### config.mk
export PLATFORM = sky130hd
export DESIGN_NAME = nfea_word_scan
export DESIGN_NICKNAME = d
export VERILOG_FILES = /design/src/design/nfea_pkg.sv /design/src/design/nfea_word_scan.sv
export SDC_FILE = /design/constraint.sdc
export NUM_CORES = 1
export LEC_CHECK = 0
export ABC_AREA = 0
export BUFFER_PORTS_ARGS = -buffer_cell sky130_fd_sc_hd__buf_4
export CAP_MARGIN = 15
export CORE_AREA = 2 2 51 53
export DETAILED_ROUTE_END_ITERATION = 8
export DIE_AREA = 0 0 53 55
export PLACE_DENSITY = 0.89
export SLEW_MARGIN = 10
export SYNTH_ARGS = -nofsm -noshare
export SYNTH_HDL_FRONTEND = slang
export SYNTH_SLANG_ARGS = --single-unit
export TNS_END_PERCENT = 30
### constraint.sdc
create_clock -name vclk -period 12
set_clock_uncertainty 0.15 [all_clocks]
set_input_delay 3.6 -clock vclk [all_inputs]
set_output_delay 3.6 -clock vclk [all_outputs]
set_load 0.05 [all_outputs]
### src/design/nfea_pkg.sv
// Shared constants and types for the next-fit extent allocator.
`timescale 1ns / 1ps

package nfea_pkg;

   localparam int NUM_EXTENTS = 4096;
   localparam int EXT_W       = $clog2(NUM_EXTENTS);
   localparam int CNT_W       = 13;
   localparam int OWNER_W     = 16;
   localparam int WORD_W      = 32;
   localparam int BIT_W       = $clog2(WORD_W);
   localparam int NUM_WORDS   = NUM_EXTENTS / WORD_W;
   localparam int WADDR_W     = $clog2(NUM_WORDS);
   localparam int COUNT_MAX   = 8191;

   localparam logic MODE_ALLOC = 1'b0;
   localparam logic MODE_FREE  = 1'b1;

   typedef enum logic [2:0] {
      ST_OK      = 3'd0,
      ST_NOSPACE = 3'd1,
      ST_BUSY    = 3'd2,
      ST_INVALID = 3'd3,
      ST_NOTSET  = 3'd4
   } status_type;

   typedef struct packed {
      logic             found;
      logic [BIT_W-1:0] pos;
   } scan_result_type;

endpackage

### src/design/nfea_word_scan.sv
// Finds the lowest clear bit of one bitmap word inside an inclusive bit window.
`timescale 1ns / 1ps

module nfea_word_scan (
   input  logic [nfea_pkg::WORD_W-1:0] word_data,
   input  logic [nfea_pkg::BIT_W-1:0]  lo_bit,
   input  logic [nfea_pkg::BIT_W-1:0]  hi_bit,
   output nfea_pkg::scan_result_type   result
);

   logic [nfea_pkg::WORD_W-1:0] lo_mask;
   logic [nfea_pkg::WORD_W-1:0] hi_mask;
   logic [nfea_pkg::WORD_W-1:0] free_bits;
   logic [nfea_pkg::BIT_W-1:0]  top_bit;

   assign top_bit   = nfea_pkg::BIT_W'(nfea_pkg::WORD_W - 1);
   assign lo_mask   = {nfea_pkg::WORD_W{1'b1}} << lo_bit;
   assign hi_mask   = {nfea_pkg::WORD_W{1'b1}} >> (top_bit - hi_bit);
   assign free_bits = ~word_data & lo_mask & hi_mask;

   // lowest set bit wins
   always_comb begin
      result.found = |free_bits;
      result.pos   = '0;
      for (int i = nfea_pkg::WORD_W - 1; i >= 0; i--) begin
         if (free_bits[i]) begin
            result.pos = nfea_pkg::BIT_W'(i);
         end
      end
   end

endmodule

==> reports/qor.yml, run 1 <==
outcome: "finished, final reports clean"
p_leak_nw: 0.6535
yosysSeqAreaShare_pct: 0
maxCapViolCount: 0
maxSlewViolCount: 0
nets: 281
n_clock_buffer: 0
hold_violations: 0
rows: 18
place_inst: 267
drive_above_1_share_pct: 23.63
rsz0062_at_grt: "no"
post_cts_buffers: 0
p_per_area_nw_per_um2: 49.15
slew_headroom_pct: 59.67
diodes: 0
netlist_area_um2: 1250
vdd_ir_drop_max_mv: 0.04497
cts_hold_buf: 0
fill_cells: 231
synthCells: 203
start_kind: "primary input"
synthDistinctLibCells: 58
hold_path_class: "in2out"
seqCellArea_um2: 0
critical_path_required_ns: 8.25
overflow: 0
fin_util_pct: 66.08
finalWeightedCongestion: 0.9988
p_sw_mw: 0.04657
holdWs_ns: 7.658
area_growth_pct: 25.03
die_y_um: 55
critPathMaxFanout: 20
stdcell_area_um2: 1563
internal_power_mw: 0.03024
pre_cts_ws_ns: 2.631
coreArea_um2: 2365
worst_slack_ns: 2.587
antenna_found_initial: 0
wl_um: 4413
syn_nets: 245
post_cts_resized: 0
min_period_over_period_pct: 78.44
vias: 1790
avgViaCountPerCell: 6.704
pwr-share-clk_pct: 0
die_x_um: 53
finalSetupViolations: 0
ant_nets: 0
hpwl_um: 3352
power.share.switching_pct: 60.63
path_class: "in2out"
final_cells: 267
multiInputGateArea_um2: 1131
end_kind: "output pin"
grt_pass1_wl_um: 6913
worst_pin_slew_ns: 0.6034
combPwrFrac_pct: 100.0
finalSetupTns_ns: 0
io_buffers: 48
drt_pass1_iterations: 4
die-area_um2: 2915
post_dp_cell_area_um2: 1563
synth_area_per_cell_um2: 6.157
pwr-share-seq_pct: 0
finalCriticalPeriod_ns: 9.413
grt_max_degree: 22
first_iter_violations: 89
power_mw: 0.07681
initial_core_util_pct: 52.86
yosys_warnings: 0
max_freq_mhz: 106.2
seq_cell_count: 0
grt_use_total_pct: 31.29
pin_count: 48
drc: 0
critPathArrivalTime_ns: 5.66
grt_pass1_vias: 1465
wl_per_cell_um: 16.53
==> final timing paths <==
kind / startpoint / to / slack (ns) / cells past startpoint
setup / recovery: hi_bit[4] / result[4] / 2.59 / 9
hold / removal: word_data[5] / result[0] / 7.66 / 6
==> layout by cell type (no fill, tap or decap), drive strengths merged, types with 3 or more instances in the layout <==
master | synthesis | layout
nand3 | 11 | 11
o211ai | 3 | 3
a2111oi | 3 | 3
a21o | 3 | 3
a211oi | 5 | 5
nand2 | 20 | 20
nand2b | 4 | 4
or3 | 3 | 3
buf | 12 | 48
nor3 | 12 | 12
a21oi | 16 | 16
o32ai | 5 | 5
nor2b | 5 | 5
inv | 9 | 9
and2 | 5 | 5
a31oi | 6 | 6
nor2 | 22 | 22
o21ai | 14 | 14
a221o | 3 | 3
o21a | 3 | 3
==> area by class of cell <==
class / count / share of cell area [%]
multi-input combinational: 180 / 72.38
inverter: 9 / 2.162
tap: 30 / 2.402
timing repair buffer: 48 / 23.06
==> power by group through the flow <==
stage	sequential [mW]	clock, mW	combinational [mW]
finish	0	0	0.0768
global route	0	0	0.0826
CTS	0	0	0.0756
detailed placement	0	0	0.0754
global placement	0	0	0.0749
floorplan	0	0	0.0511
==> layer usage <==
metal	vias up	track usage (%)	routed length [um]
met5	-	0	0
met4	0	3.419	51
met3	7	0.5376	449
met2	116	50.63	1988
met1	808	47.60	1925
li1	859	-	-
==> critical path, stage by stage <==
cell and delay (ns):
buf_4 0.18, nor2_1 0.35, a211oi_1 0.18, o21ai_1 0.24
and2_1 0.20, nand3_1 0.10, nor4b_1 0.41, nor2b_1 0.19
buf_4 0.21
==> synth_stat cells (4+ instances only) <==
| master | n | area share [%] |
|---|---|---|
| a31oi_1 | 6 | 3.0 |
| o21ai_0 | 13 | 5.2 |
| nand3_1 | 11 | 4.4 |
| a211oi_1 | 5 | 3.0 |
| nor2b_1 | 5 | 2.5 |
| a21oi_1 | 14 | 5.6 |
| and2_1 | 5 | 2.5 |
| nand2_1 | 19 | 5.7 |
| nor3_1 | 12 | 4.8 |
| nor2_1 | 22 | 6.6 |
| buf_2 | 8 | 3.2 |
| o32ai_1 | 5 | 3.5 |
| inv_1 | 9 | 2.7 |
| nand2b_1 | 4 | 2.0 |
==> cells by family (layout without fill, tap and decap cells) <==
family / after synthesis / count (layout) / share of synthesized area [%]
AND/OR/NAND/NOR: 98 / 98 / 40.34
buffers and inverters: 23 / 57 / 9.509
AO/OA/AOI/OAI: 82 / 82 / 50.15
Note: power is estimated with default switching activity, not from simulation.
==> run 2: changes to the inputs <==
--- a/config.mk
+++ b/config.mk
@@ -8,10 +8,10 @@
 export ABC_AREA = 0
 export BUFFER_PORTS_ARGS = -buffer_cell sky130_fd_sc_hd__buf_4
 export CAP_MARGIN = 15
-export CORE_AREA = 2 2 51 53
+export CORE_AREA = 2 2 52 54
 export DETAILED_ROUTE_END_ITERATION = 8
-export DIE_AREA = 0 0 53 55
-export PLACE_DENSITY = 0.89
+export DIE_AREA = 0 0 54 56
+export PLACE_DENSITY = 0.86
 export SLEW_MARGIN = 10
 export SYNTH_ARGS = -nofsm -noshare
 export SYNTH_HDL_FRONTEND = slang
==> constraint.sdc (replaced) <==
create_clock -name vclk -period 9.7
set_clock_uncertainty 0.15 [all_clocks]
set_input_delay 2.91 -clock vclk [all_inputs]
set_output_delay 2.91 -clock vclk [all_outputs]
set_load 0.05 [all_outputs]
==> run 2 against run 1 <==
  * Critical path depth shrank 1
  * Worst setup slack lost 0.85 ns
  * Power grew 23%
  * Die area grew 3.7%
  * Combinational power grew 23%
  * Critical path type unchanged
  * Largest cell class unchanged
==> reports/qor.yml, run 2 (same netlist as run 1, synthesis figures left out) <==
final_common_cell: "buf_4"  # unchanged
grt_max_degree: 22  # unchanged
antenna_found_initial: 0  # unchanged
path_cells: "buf_4 > nor2_1 > nor2_1 > a31oi_1 > nand2_1 > a2111o_1 > a32o_1 > buf_4"  # was buf_4 > nor2_1 > a211oi_1 > o21ai_1 > and2_1 > nand3_1 > nor4b_1 > nor2b_1 > buf_4
first_iter_violations: 94  # was 89
start_kind: "primary input"  # unchanged
critical_path_required_ns: 6.64  # was 8.25 ns
maxSlewViolCount: 0  # unchanged
post_cts_resized: 0  # unchanged
end_kind: "output pin"  # unchanged
path_delay_family: "compound AO/OA/AOI/OAI gates"  # was simple AND/OR/NAND/NOR gates
overflow: 0  # unchanged
post_cts_buffers: 0  # unchanged
ant_nets: 0  # unchanged
wl_um: 4359  # was 4413 um
rows: 18  # unchanged
coreArea_um2: 2432  # was 2365 um^2
area_growth_pct: 25.03  # unchanged
drt_pass1_iterations: 4  # unchanged
finalCriticalPeriod_ns: 7.960
outcome: "finished, final reports clean"  # unchanged
crit_slowest_cell: "a31oi_1"  # was nor4b_1
grt_pass1_vias: 1521  # was 1465
grt_pass1_wl_um: 6824  # was 6913 um
critPathBufInv: 2  # unchanged
hpwl_um: 3389  # was 3352 um
maxCapViolCount: 0  # unchanged
diodes: 0  # unchanged
finalSetupViolations: 0  # unchanged
seq_cell_count: 0  # unchanged
path_class: "in2out"  # unchanged
finalWeightedCongestion: 1.026  # was 0.9988
pin_count: 48  # unchanged
slew_headroom_pct: 60.20  # was 59.67%
initial_core_util_pct: 51.39  # was 52.86%
seqCellArea_um2: 0  # unchanged
hold_violations: 0  # unchanged
holdWs_ns: 6.261  # was 7.658 ns
critPathArrivalTime_ns: 4.90  # was 5.66 ns
wl_per_cell_um: 16.33  # was 16.53 um
io_buffers: 48  # unchanged
grt_use_total_pct: 28.61  # was 31.29%
final_cell_mix: "buf_4, nor2_1, nand2_1, a21oi_1, o21ai_0"  # unchanged
rsz0062_at_grt: "no"  # unchanged
worst_pin_slew_ns: 0.5955  # was 0.6034 ns
max_freq_mhz: 125.6
hold_path_class: "in2out"  # unchanged
drc: 0  # unchanged
p_leak_nw: 0.6535  # unchanged
critPathMaxFanout: 20  # unchanged
vdd_ir_drop_max_mv: 0.06856  # was 0.04497 mV
avgViaCountPerCell: 6.640  # was 6.704
min_period_over_period_pct: 82.07
die_x_um: 54  # was 53 um
nets: 281  # unchanged
finalSetupTns_ns: 0  # unchanged
p_per_area_nw_per_um2: 60.60  # was 49.15 nW/um^2
die-area_um2: 3024  # was 2915 um^2
cts_hold_buf: 0  # unchanged
critPathMaxStageDelay_ns: 0.37  # was 0.41 ns
die_y_um: 56  # was 55 um
fin_util_pct: 64.25  # was 66.08%
vias: 1773  # was 1790
n_clock_buffer: 0  # unchanged
drive_above_1_share_pct: 23.63  # unchanged
## run 2: cell counts in the layout (fill, tap and decap cells not counted)
No cell type changed its count.
## run 2: per-layer routing
metal | share of wire [%] | vias to the layer above | GRT usage (%)
li1 | - | 864 | -
met1 | 45 | 813 | 41.67
met2 | 47 | 90 | 46.52
met3 | 7.2 | 6 | 2.419
met4 | 1.0 | 0 | 2.500
met5 | 0 | - | 0
## run 2: path summary, 6_finish.rpt
kind	start	endpoint	depth (start not counted)
hold / removal	word_data[5]	result[0]	6
setup / recovery	hi_bit[4]	result[1]	8
## run 2: power by group
part | internal [mW] | switching [mW] | leakage [nW]
clock | 0 | 0 | 0
sequential | 0 | 0 | 0
combinational | 0.0374 | 0.0573 | 0.653
total | 0.0374 | 0.0573 | 0.653
## run 2: area by class of cell
class	count	area, um^2
multi-input combinational	180	1131
tap	30	37.54
inverter	9	33.78
fill	253	869.6
timing repair buffer	48	360.3
## run 2: per-stage QoR
stage | setup WS (ns) | area, um^2 | power [mW] | cells
floorplan | 1.535 | 1250 | 0.06326 | 203
global placement | 1.776 | 1563 | 0.09267 | 267
detailed placement | 1.783 | 1563 | 0.09319 | 267
CTS | 1.771 | 1563 | 0.09348 | 267
global route | 1.476 | 1563 | 0.1020 | 267
finish | 1.740 | 1563 | 0.09470 | 267
